[config.mk]
export PLATFORM = sky130hd
export DESIGN_NAME = pixel_rpn_stack_evaluator_flat
export DESIGN_NICKNAME = d
export VERILOG_FILES = /design/src/rpn_pkg.sv /design/src/rpn_if.sv /design/src/rpn_ram.sv /design/src/rpn_alu.sv /design/src/pixel_rpn_stack_evaluator.sv /design/src/flat_wrapper.sv
export SDC_FILE = /design/constraint.sdc
export NUM_CORES = 2
export LEC_CHECK = 0
export BUFFER_PORTS_ARGS = -buffer_cell sky130_fd_sc_hd__buf_2
export CORE_AREA = 4 4 568 570
export DETAILED_ROUTE_END_ITERATION = 10
export DIE_AREA = 0 0 572 574
export HOLD_SLACK_MARGIN = 0.1
export PLACE_DENSITY = 0.54
export SYNTH_ARGS = -nofsm -noshare
export SYNTH_HDL_FRONTEND = slang
export SYNTH_SLANG_ARGS = --single-unit
[constraint.sdc]
create_clock -name clk -period 9.6 [get_ports clk]
set_input_delay 1.92 -clock clk [delete_from_list [all_inputs] [get_ports clk]]
set_output_delay 1.92 -clock clk [all_outputs]
set_load 0.05 [all_outputs]
[src/rpn_pkg.sv]
// Shared constants, types and codes of the postfix pixel evaluator.
`timescale 1ns / 1ps
`default_nettype none

package rpn_pkg;

    localparam int DATA_W      = 32;
    localparam int FRAC_BITS   = 16;
    localparam int STACK_DEPTH = 16;
    localparam int PTR_W       = (STACK_DEPTH > 1) ? $clog2(STACK_DEPTH) : 1;
    localparam int CNT_W       = $clog2(STACK_DEPTH + 1);
    localparam int PROD_W      = 2 * DATA_W;
    localparam int QUO_W       = DATA_W + FRAC_BITS;
    localparam int STEP_W      = $clog2(QUO_W + 1);

    localparam logic [DATA_W-1:0] FX_ONE = DATA_W'(1) << FRAC_BITS;

    typedef enum logic [2:0] {
        ACT_PUSH   = 3'd0,
        ACT_ADD    = 3'd1,
        ACT_SUB    = 3'd2,
        ACT_MUL    = 3'd3,
        ACT_DIV    = 3'd4,
        ACT_INVERT = 3'd5,
        ACT_MTF    = 3'd6,
        ACT_NONE   = 3'd7
    } action_t;

    typedef enum logic [1:0] {
        ST_OK    = 2'd0,
        ST_UNDER = 2'd1,
        ST_EMPTY = 2'd2,
        ST_OVER  = 2'd3
    } status_t;

    typedef enum logic [2:0] {
        S_IDLE,
        S_EXEC,
        S_WAIT,
        S_END,
        S_EMIT
    } state_t;

    typedef enum logic [2:0] {
        A_IDLE,
        A_MUL,
        A_MUL_OUT,
        A_MTF_NUM,
        A_MTF_DEN,
        A_MTF_SUM,
        A_DIV,
        A_DIV_OUT
    } alu_state_t;

    typedef struct packed {
        logic                     start;
        action_t                  op;
        logic signed [DATA_W-1:0] a;
        logic signed [DATA_W-1:0] b;
    } alu_req_t;

    typedef struct packed {
        logic                     done;
        logic signed [DATA_W-1:0] result;
    } alu_rsp_t;

endpackage

`default_nettype wire

[src/rpn_if.sv]
// Token and result channel interfaces of the postfix pixel evaluator.
`timescale 1ns / 1ps
`default_nettype none

interface rpn_tok_if
    import rpn_pkg::*;
();
    logic                     valid;
    logic                     ready;
    logic [2:0]               action;
    logic signed [DATA_W-1:0] operand_value;
    logic                     last_token;

    modport source (output valid, output action, output operand_value, output last_token,
                    input ready);
    modport sink   (input valid, input action, input operand_value, input last_token,
                    output ready);
endinterface

interface rpn_res_if
    import rpn_pkg::*;
();
    logic                     valid;
    logic                     ready;
    logic signed [DATA_W-1:0] pixel_result;
    logic [1:0]               status;

    modport source (output valid, output pixel_result, output status, input ready);
    modport sink   (input valid, input pixel_result, input status, output ready);
endinterface

`default_nettype wire

[src/rpn_ram.sv]
// Generic RAM with one write port and two registered read ports.
`timescale 1ns / 1ps
`default_nettype none

module rpn_ram #(
    parameter int WIDTH = 32,
    parameter int DEPTH = 16,
    localparam int AW   = (DEPTH > 1) ? $clog2(DEPTH) : 1
) (
    input  wire logic             clk,
    input  wire logic             we,
    input  wire logic [AW-1:0]    waddr,
    input  wire logic [WIDTH-1:0] wdata,
    input  wire logic [AW-1:0]    raddr_a,
    output logic      [WIDTH-1:0] rdata_a,
    input  wire logic [AW-1:0]    raddr_b,
    output logic      [WIDTH-1:0] rdata_b
);

    logic [WIDTH-1:0] mem_reg [DEPTH];
    logic [WIDTH-1:0] rd_a_reg;
    logic [WIDTH-1:0] rd_b_reg;

    always_ff @(posedge clk)
    begin
        if (we)
        begin
            mem_reg[waddr] <= wdata;
        end
        rd_a_reg <= mem_reg[raddr_a];
        rd_b_reg <= mem_reg[raddr_b];
    end

    assign rdata_a = rd_a_reg;
    assign rdata_b = rd_b_reg;

endmodule

`default_nettype wire

[src/rpn_alu.sv]
// Shared multiply and restoring-divide unit for multiply, divide and MTF.
`timescale 1ns / 1ps
`default_nettype none

module rpn_alu
    import rpn_pkg::*;
(
    input  wire logic     clk,
    input  wire logic     rst_n,
    input  wire alu_req_t req,
    output alu_rsp_t      rsp
);

    alu_state_t               state_reg, state_next;
    logic [DATA_W-1:0]        opa_reg, opa_next;
    logic [DATA_W-1:0]        opb_reg, opb_next;
    logic                     neg_reg, neg_next;
    logic [PROD_W-1:0]        prod_reg, prod_next;
    logic [PROD_W-1:0]        rem_reg, rem_next;
    logic [PROD_W-1:0]        den_reg, den_next;
    logic [DATA_W-1:0]        dvd_reg, dvd_next;
    logic [QUO_W-1:0]         quo_reg, quo_next;
    logic [STEP_W-1:0]        step_reg, step_next;
    logic signed [DATA_W-1:0] res_reg, res_next;
    logic                     done_reg, done_next;

    logic [PROD_W-1:0]        mult;
    logic [PROD_W:0]          rem_shift;
    logic                     rem_fits;
    logic [DATA_W-1:0]        mag_a;
    logic [DATA_W-1:0]        mag_b;

    function automatic logic signed [DATA_W-1:0] sat_mag(input logic neg,
                                                         input logic [PROD_W-1:0] mag);
        logic big;
        begin
            big = |mag[PROD_W-1:DATA_W-1];
            if (neg)
            begin
                sat_mag = big ? {1'b1, {(DATA_W-1){1'b0}}} : -$signed(mag[DATA_W-1:0]);
            end
            else
            begin
                sat_mag = big ? {1'b0, {(DATA_W-1){1'b1}}} : $signed(mag[DATA_W-1:0]);
            end
        end
    endfunction

    assign mult      = PROD_W'(opa_reg) * PROD_W'(opb_reg);
    assign rem_shift = {rem_reg, dvd_reg[DATA_W-1]};
    assign rem_fits  = rem_shift >= {1'b0, den_reg};
    assign mag_a     = req.a[DATA_W-1] ? DATA_W'(-req.a) : DATA_W'(req.a);
    assign mag_b     = req.b[DATA_W-1] ? DATA_W'(-req.b) : DATA_W'(req.b);

    always_ff @(posedge clk or negedge rst_n)
    begin
        if (!rst_n)
        begin
            state_reg <= A_IDLE;
            done_reg  <= 1'b0;
        end
        else
        begin
            state_reg <= state_next;
            done_reg  <= done_next;
        end
    end

    always_ff @(posedge clk)
    begin
        opa_reg  <= opa_next;
        opb_reg  <= opb_next;
        neg_reg  <= neg_next;
        prod_reg <= prod_next;
        rem_reg  <= rem_next;
        den_reg  <= den_next;
        dvd_reg  <= dvd_next;
        quo_reg  <= quo_next;
        step_reg <= step_next;
        res_reg  <= res_next;
    end

    always_comb
    begin
        state_next = state_reg;
        opa_next   = opa_reg;
        opb_next   = opb_reg;
        neg_next   = neg_reg;
        prod_next  = prod_reg;
        rem_next   = rem_reg;
        den_next   = den_reg;
        dvd_next   = dvd_reg;
        quo_next   = quo_reg;
        step_next  = step_reg;
        res_next   = res_reg;
        done_next  = 1'b0;

        unique case (state_reg)
            A_IDLE:
            begin
                if (req.start)
                begin
                    unique case (req.op)
                        ACT_MUL:
                        begin
                            opa_next   = mag_a;
                            opb_next   = mag_b;
                            neg_next   = req.a[DATA_W-1] ^ req.b[DATA_W-1];
                            state_next = A_MUL;
                        end
                        ACT_DIV:
                        begin
                            if (req.b == '0)
                            begin
                                res_next  = '0;
                                done_next = 1'b1;
                            end
                            else
                            begin
                                den_next   = PROD_W'(mag_b);
                                rem_next   = '0;
                                dvd_next   = mag_a;
                                quo_next   = '0;
                                neg_next   = req.a[DATA_W-1] ^ req.b[DATA_W-1];
                                step_next  = STEP_W'(QUO_W);
                                state_next = A_DIV;
                            end
                        end
                        default:
                        begin
                            if (req.b[DATA_W-1] || req.b == '0)
                            begin
                                res_next  = '0;
                                done_next = 1'b1;
                            end
                            else if (req.b >= $signed(FX_ONE))
                            begin
                                res_next  = $signed(FX_ONE);
                                done_next = 1'b1;
                            end
                            else if (req.a[DATA_W-1] || req.a == '0 ||
                                     req.a >= $signed(FX_ONE))
                            begin
                                res_next  = req.b;
                                done_next = 1'b1;
                            end
                            else
                            begin
                                opa_next   = FX_ONE - DATA_W'(req.a);
                                opb_next   = DATA_W'(req.b);
                                state_next = A_MTF_NUM;
                            end
                        end
                    endcase
                end
            end
            A_MUL:
            begin
                prod_next  = mult;
                state_next = A_MUL_OUT;
            end
            A_MUL_OUT:
            begin
                res_next   = sat_mag(neg_reg, prod_reg >> FRAC_BITS);
                done_next  = 1'b1;
                state_next = A_IDLE;
            end
            A_MTF_NUM:
            begin
                prod_next  = mult;
                opa_next   = FX_ONE - opa_reg;
                opb_next   = FX_ONE - opb_reg;
                state_next = A_MTF_DEN;
            end
            A_MTF_DEN:
            begin
                rem_next   = prod_reg;
                prod_next  = mult;
                state_next = A_MTF_SUM;
            end
            A_MTF_SUM:
            begin
                den_next   = prod_reg + rem_reg;
                dvd_next   = '0;
                quo_next   = '0;
                neg_next   = 1'b0;
                step_next  = STEP_W'(FRAC_BITS);
                state_next = A_DIV;
            end
            A_DIV:
            begin
                rem_next  = rem_fits ? PROD_W'(rem_shift - {1'b0, den_reg})
                                     : PROD_W'(rem_shift);
                quo_next  = {quo_reg[QUO_W-2:0], rem_fits};
                dvd_next  = {dvd_reg[DATA_W-2:0], 1'b0};
                step_next = step_reg - STEP_W'(1);
                if (step_reg == STEP_W'(1))
                begin
                    state_next = A_DIV_OUT;
                end
            end
            A_DIV_OUT:
            begin
                res_next   = sat_mag(neg_reg, PROD_W'(quo_reg));
                done_next  = 1'b1;
                state_next = A_IDLE;
            end
            default:
            begin
                state_next = A_IDLE;
            end
        endcase
    end

    assign rsp.done   = done_reg;
    assign rsp.result = res_reg;

endmodule

`default_nettype wire

[src/pixel_rpn_stack_evaluator.sv]
// Top level of the postfix pixel evaluator: token sequencer, stack and result register.
//
// Usage: tokens arrive on the token channel (valid/ready) as action, operand_value and
// last_token. A push places operand_value on a 16-entry stack; operators pop their
// operands and push one result. On the token marked last, one transaction leaves on the
// result channel with pixel_result (top of stack, or 0) and status (ok, underflow,
// empty, overflow), and the stack and fault latch clear for the next pixel.
// The block takes one token at a time and drops ready while it works on it.
// Push, add, subtract, invert and ignored tokens work on the stack alone; multiply makes
// one pass through the shared multiplier; divide runs the shared restoring divider, one
// quotient bit a cycle over 48 bits (skipped for a zero divisor); mtf makes two passes
// through the shared multiplier and 16 divider steps (skipped when x or mid lies at an
// end case). A last token then loads the result register from the top of stack.
// The result register holds the transaction while the receiver stalls; new tokens
// are still taken then, and only the next last token waits for the register to free.
// Reset (rst_n low, asynchronous) empties the stack, clears the fault latch and the
// result valid flag and holds ready low; no clearing pass runs.
`timescale 1ns / 1ps
`default_nettype none

module pixel_rpn_stack_evaluator
    import rpn_pkg::*;
(
    input  wire logic clk,
    input  wire logic rst_n,
    rpn_tok_if.sink   token,
    rpn_res_if.source result
);

    state_t                   state_reg, state_next;
    logic [CNT_W-1:0]         count_reg, count_next;
    status_t                  fault_reg, fault_next;
    action_t                  act_reg;
    logic signed [DATA_W-1:0] opnd_reg;
    logic                     last_reg;

    logic                     res_valid_reg, res_valid_next;
    logic signed [DATA_W-1:0] res_data_reg, res_data_next;
    status_t                  res_status_reg, res_status_next;

    logic                     tok_take;
    logic                     ram_we;
    logic [PTR_W-1:0]         ram_waddr;
    logic signed [DATA_W-1:0] ram_wdata;
    logic [PTR_W-1:0]         addr_top;
    logic [PTR_W-1:0]         addr_next;
    logic [DATA_W-1:0]        rd_top;
    logic [DATA_W-1:0]        rd_next;
    logic signed [DATA_W:0]   top_ext;
    logic signed [DATA_W:0]   next_ext;
    logic signed [DATA_W:0]   one_ext;

    alu_req_t                 alu_req;
    alu_rsp_t                 alu_rsp;

    function automatic logic signed [DATA_W-1:0] sat_sum(input logic signed [DATA_W:0] s);
        begin
            if (s[DATA_W] != s[DATA_W-1])
            begin
                sat_sum = s[DATA_W] ? {1'b1, {(DATA_W-1){1'b0}}}
                                    : {1'b0, {(DATA_W-1){1'b1}}};
            end
            else
            begin
                sat_sum = s[DATA_W-1:0];
            end
        end
    endfunction

    assign addr_top  = PTR_W'(count_reg - CNT_W'(1));
    assign addr_next = PTR_W'(count_reg - CNT_W'(2));
    assign top_ext   = $signed({rd_top[DATA_W-1], rd_top});
    assign next_ext  = $signed({rd_next[DATA_W-1], rd_next});
    assign one_ext   = $signed({1'b0, FX_ONE});

    rpn_ram #(
        .WIDTH (DATA_W),
        .DEPTH (STACK_DEPTH)
    ) u_stack (
        .clk     (clk),
        .we      (ram_we),
        .waddr   (ram_waddr),
        .wdata   (ram_wdata),
        .raddr_a (addr_top),
        .rdata_a (rd_top),
        .raddr_b (addr_next),
        .rdata_b (rd_next)
    );

    rpn_alu u_alu (
        .clk   (clk),
        .rst_n (rst_n),
        .req   (alu_req),
        .rsp   (alu_rsp)
    );

    assign token.ready = rst_n && (state_reg == S_IDLE);
    assign tok_take    = token.valid && token.ready;

    always_ff @(posedge clk or negedge rst_n)
    begin
        if (!rst_n)
        begin
            state_reg     <= S_IDLE;
            count_reg     <= '0;
            fault_reg     <= ST_OK;
            res_valid_reg <= 1'b0;
        end
        else
        begin
            state_reg     <= state_next;
            count_reg     <= count_next;
            fault_reg     <= fault_next;
            res_valid_reg <= res_valid_next;
        end
    end

    always_ff @(posedge clk)
    begin
        if (tok_take)
        begin
            act_reg  <= action_t'(token.action);
            opnd_reg <= token.operand_value;
            last_reg <= token.last_token;
        end
        res_data_reg   <= res_data_next;
        res_status_reg <= res_status_next;
    end

    always_comb
    begin
        state_next      = state_reg;
        count_next      = count_reg;
        fault_next      = fault_reg;
        ram_we          = 1'b0;
        ram_waddr       = addr_next;
        ram_wdata       = sat_sum(next_ext + top_ext);
        alu_req.start   = 1'b0;
        alu_req.op      = act_reg;
        alu_req.a       = $signed(rd_next);
        alu_req.b       = $signed(rd_top);
        res_valid_next  = res_valid_reg && !result.ready;
        res_data_next   = res_data_reg;
        res_status_next = res_status_reg;

        unique case (state_reg)
            S_IDLE:
            begin
                if (tok_take)
                begin
                    state_next = S_EXEC;
                end
            end
            S_EXEC:
            begin
                state_next = S_END;
                if (fault_reg == ST_OK)
                begin
                    unique case (act_reg) inside
                        ACT_PUSH:
                        begin
                            if (count_reg >= CNT_W'(STACK_DEPTH))
                            begin
                                fault_next = ST_OVER;
                            end
                            else
                            begin
                                ram_we     = 1'b1;
                                ram_waddr  = count_reg[PTR_W-1:0];
                                ram_wdata  = opnd_reg;
                                count_next = count_reg + CNT_W'(1);
                            end
                        end
                        ACT_INVERT:
                        begin
                            if (count_reg == '0)
                            begin
                                fault_next = ST_UNDER;
                            end
                            else
                            begin
                                ram_we    = 1'b1;
                                ram_waddr = addr_top;
                                ram_wdata = sat_sum(one_ext - top_ext);
                            end
                        end
                        ACT_ADD, ACT_SUB:
                        begin
                            if (count_reg < CNT_W'(2))
                            begin
                                fault_next = ST_UNDER;
                            end
                            else
                            begin
                                ram_we     = 1'b1;
                                ram_wdata  = (act_reg == ACT_ADD) ? sat_sum(next_ext + top_ext)
                                                                  : sat_sum(next_ext - top_ext);
                                count_next = count_reg - CNT_W'(1);
                            end
                        end
                        ACT_MUL, ACT_DIV, ACT_MTF:
                        begin
                            if (count_reg < CNT_W'(2))
                            begin
                                fault_next = ST_UNDER;
                            end
                            else
                            begin
                                alu_req.start = 1'b1;
                                state_next    = S_WAIT;
                            end
                        end
                        default:
                        begin
                        end
                    endcase
                end
            end
            S_WAIT:
            begin
                if (alu_rsp.done)
                begin
                    ram_we     = 1'b1;
                    ram_wdata  = alu_rsp.result;
                    count_next = count_reg - CNT_W'(1);
                    state_next = S_END;
                end
            end
            S_END:
            begin
                state_next = last_reg ? S_EMIT : S_IDLE;
            end
            S_EMIT:
            begin
                if (!res_valid_reg || result.ready)
                begin
                    res_valid_next = 1'b1;
                    if (fault_reg != ST_OK)
                    begin
                        res_data_next   = '0;
                        res_status_next = fault_reg;
                    end
                    else if (count_reg == '0)
                    begin
                        res_data_next   = '0;
                        res_status_next = ST_EMPTY;
                    end
                    else
                    begin
                        res_data_next   = $signed(rd_top);
                        res_status_next = ST_OK;
                    end
                    count_next = '0;
                    fault_next = ST_OK;
                    state_next = S_IDLE;
                end
            end
            default:
            begin
                state_next = S_IDLE;
            end
        endcase
    end

    assign result.valid        = res_valid_reg;
    assign result.pixel_result = res_data_reg;
    assign result.status       = res_status_reg;

    assert property (@(posedge clk) disable iff (!rst_n)
        count_reg <= CNT_W'(STACK_DEPTH))
    else $error("stack count beyond depth");

    assert property (@(posedge clk) disable iff (!rst_n)
        ram_we |-> (fault_reg == ST_OK && (state_reg == S_EXEC || state_reg == S_WAIT)))
    else $error("stack write outside execution or with a latched fault");

    assert property (@(posedge clk) disable iff (!rst_n)
        alu_rsp.done |-> state_reg == S_WAIT)
    else $error("arithmetic unit finished with no operation waiting");

    assert property (@(posedge clk) disable iff (!rst_n)
        (state_reg == S_EMIT && state_next == S_IDLE) |=>
            (count_reg == '0 && fault_reg == ST_OK && res_valid_reg))
    else $error("evaluator not cleared after emitting a result");

endmodule

`default_nettype wire

[src/flat_wrapper.sv]
// flat-port wrapper written by rule: the top's interface ports become plain ports
module pixel_rpn_stack_evaluator_flat import rpn_pkg::*;
  (clk, rst_n, token_valid, token_action, token_operand_value, token_last_token, token_ready, result_valid, result_pixel_result, result_status, result_ready);
  rpn_tok_if token_i ();
  rpn_res_if result_i ();
  input  wire logic clk;
  input  wire logic rst_n;
  input wire logic [$bits(token_i.valid)-1:0] token_valid;
  input wire logic [$bits(token_i.action)-1:0] token_action;
  input wire logic [$bits(token_i.operand_value)-1:0] token_operand_value;
  input wire logic [$bits(token_i.last_token)-1:0] token_last_token;
  output wire logic [$bits(token_i.ready)-1:0] token_ready;
  output wire logic [$bits(result_i.valid)-1:0] result_valid;
  output wire logic [$bits(result_i.pixel_result)-1:0] result_pixel_result;
  output wire logic [$bits(result_i.status)-1:0] result_status;
  input wire logic [$bits(result_i.ready)-1:0] result_ready;
  assign token_i.valid = token_valid;
  assign token_i.action = token_action;
  assign token_i.operand_value = token_operand_value;
  assign token_i.last_token = token_last_token;
  assign token_ready = token_i.ready;
  assign result_valid = result_i.valid;
  assign result_pixel_result = result_i.pixel_result;
  assign result_status = result_i.status;
  assign result_i.ready = result_ready;
  pixel_rpn_stack_evaluator u_core (.clk(clk), .rst_n(rst_n), .token(token_i), .result(result_i));
endmodule
==> results.json <==
{
  "clock_path_buffers": 3,
  "dr.pass1.iters": 6,
  "crit_chain": "buf_4, and2_1, fa_1, inv_1, fa_1, fa_1, fa_1, inv_1, fa_1, fa_1, fa_1, fa_1, ha_1, a21oi_1, o21ai_0, a221o_1, a21o_1, a21oi_2, o21ai_1, a221oi_1, o31ai_1, a221oi_1, o31a_1, xnor2_1",
  "critPathArrivalTime_ns": 9.46,
  "crit_type": "reg -> reg",
  "fin_nets": 10370,
  "synth_common_cells": "inv_1 (1035), edfxtp_1 (957), nand2_1 (911)",
  "postSynthCellCount": 9129,
  "fp-row-count": 207,
  "rsz0062_at_grt": "no",
  "cts_resized": 0,
  "power.density_nw_per_um2": 383,
  "yosys.area.top_type_share": 0.302,
  "grt_pass1_wl_um": 490000,
  "crit_top_cell": "fa_1",
  "post-route-period-util": 0.931,
  "tns_ns": 0,
  "tightest_slew_ns": 1.39,
  "cts-root-buf": "clkbuf_16",
  "pin_count": 76,
  "vias": 71059,
  "synth_nets": 10538,
  "path_clk_slew_ns": 0.06,
  "maxSlewHeadroom": 0.0745,
  "required_ns": 10.12,
  "fin_ws_ns": 0.660,
  "wl_per_cell_um": 24.9,
  "fin_skew_ns": 0.108,
  "cts_hold_buf": 0,
  "cts_buffers": 117,
  "cts_max_level": 3,
  "drc": 0,
  "syn_area_um2": 95100,
  "min_period_ns": 8.94,
  "peakVddDrop_mv": 0.419,
  "gp_congestion": 0.949,
  "antenna_found_initial": 15,
  "die_x_um": 572,
  "synth-edff-count": 957,
  "hpwlAfterDp_um": 251000,
  "wirelength_um": 330000,
  "cp_slowest_stage_delay_ns": 1.07,
  "crit_slowest_cell": "edfxtp_1",
  "post_cts_buffers": 0,
  "min_path_type": "reg -> reg",
  "die_h_um": 574,
  "dpl.cell_count": 13022,
  "drive_gt1_frac": 0.102,
  "final_antenna_net_count": 0,
  "grt_overflow": 0,
  "end_kind": "register",
  "fin_util": 0.330,
  "netlist-cell-type-count": 105,
  "synth_area_per_cell_um2": 10.4,
  "cts_tree": "built",
  "grt_pass1_vias": 72136,
  "worstPathMaxFanout": 25,
  "start_kind": "register",
  "die-area_um2": 328000,
  "finalNonFillerCells": 13253,
  "ys.flop_type": "edfxtp_1",
  "synthArstFlopShare": 0.0145,
  "pre_cts_slack_ns": 0.657,
  "ys_seq_elements": 1036,
  "holdWs_ns": 0.518,
  "hold_viol_final": 0,
  "yosys_warnings": 0,
  "fmax_mhz": 112,
  "synth_most_common_cell": "inv_1",
  "slew_violations": 0,
  "start_util": 0.300,
  "area_delta_synth_final_pct": 9.96,
  "coreArea_um2": 317000,
  "synth_top_area_cell": "edfxtp_1",
  "grt_max_degree": 124,
  "io_buffers": 75,
  "worstHoldPathCells": 2,
  "ys_seq_area_frac": 0.320,
  "ff2ff_path_depth": 24,
  "leakage_uw": 0.0422,
  "drv_cap": 0,
  "drtIter0Drc": 6824,
  "setup_viol": 0,
  "ys_top_cells_by_area": "edfxtp_1 (30%), fa_1 (19%), mux4_2 (7.6%), ha_1 (6.2%), inv_1 (4.1%)",
  "viasPerCell": 5.36,
  "cts.sinks": 1036,
  "grtUsageTotal": 0.198,
  "insertion_delay_ns": 0.84,
  "status": "complete, no violations",
  "largest_reg_flops": 512
}
==> metal layers <==
layer	vias to the layer above	GRT usage	part of all wire
li1	30980	-	-
met1	36808	0.278	0.43
met2	2780	0.311	0.45
met3	491	0.0234	0.066
met4	0	0.0761	0.047
met5	-	0	0
==> worst max-delay path: cells and delay by family (launching register included) <==
kind,cells,cell delay [ns]
fa+ha+maj,9,4.27
buf+inv,3,0.47
flops,1,1.07
xor+xnor,1,0.06
compound gates,10,2.64
simple gates,1,0.17
==> where the power goes <==
group	leakage, uW	internal (uW)	switching, uW
Clock	0.00202	2730	2050
Sequential	0.00967	9140	787
Combinational	0.0306	8200	17200
Total	0.0422	20100	20000
==> path summary, 6_finish.rpt <==
check | startpoint | endpoint | slack [ns]
worst min-delay path | u_core.u_alu.dvd_reg[4] | u_core.u_alu.dvd_reg[5] | 0.52
worst max register to register | u_core.u_alu.opb_reg[3] | u_core.u_alu.prod_reg[61] | 0.66
max in group asynchronous | rst_n | u_core.u_alu.state_reg[1] | 8.04
worst max-delay path | u_core.u_alu.opb_reg[3] | u_core.u_alu.prod_reg[61] | 0.66
min in group asynchronous | rst_n | u_core.result.valid | 1.09
worst min register to register | u_core.u_alu.dvd_reg[4] | u_core.u_alu.dvd_reg[5] | 0.52
==> cell usage in the layout (no fill, tap or decap), drive strengths merged, types with 50 or more instances in the layout <==
cell and instances:
nor3 118, clkbuf 140, and2 616, a31oi 50, xnor2 289, or3 61
clkinv 60, inv 1043, mux4 320, nor2 513, nand2 911, buf 299
fa 900, xor2 156, o21ai 469, nand3 95, edfxtp 957, a21oi 513
nand4 53, and3 109, a21o 134, dfxtp 64, ha 469
==> area by class of cell <==
class                   count  area [um2]
diodes                      7        17.5
multi-input cells        6468       58800
fillers                 31911      213000
clock buffers             140        3160
well taps                4180        5230
repair buffers            299        2080
flip-flops and latches   1036       30400
inverters                1039        3900
clock inverters            84         980
==> kinds of logic (layout without fill, tap and decap cells) <==
group	count (synthesis)	after routing	share of synthesized area
simple gates	2680	2680	0.139
fa+ha+maj	1370	1370	0.251
xor+xnor	445	445	0.0410
buf+inv	1625	1562	0.0649
compound gates	1619	1619	0.105
flops	1036	1036	0.320
other cells	0	7	0
mux	354	354	0.0794
==> through the flow <==
step / power (uW) / cell area [um2]
floorplan: 24400 / 95100
global placement: 34400 / 100000
detailed placement: 34500 / 100000
CTS: 39600 / 105000
global route: 41900 / 105000
finish: 40100 / 105000
No activity file was read; power rests on OpenSTA's default activity.
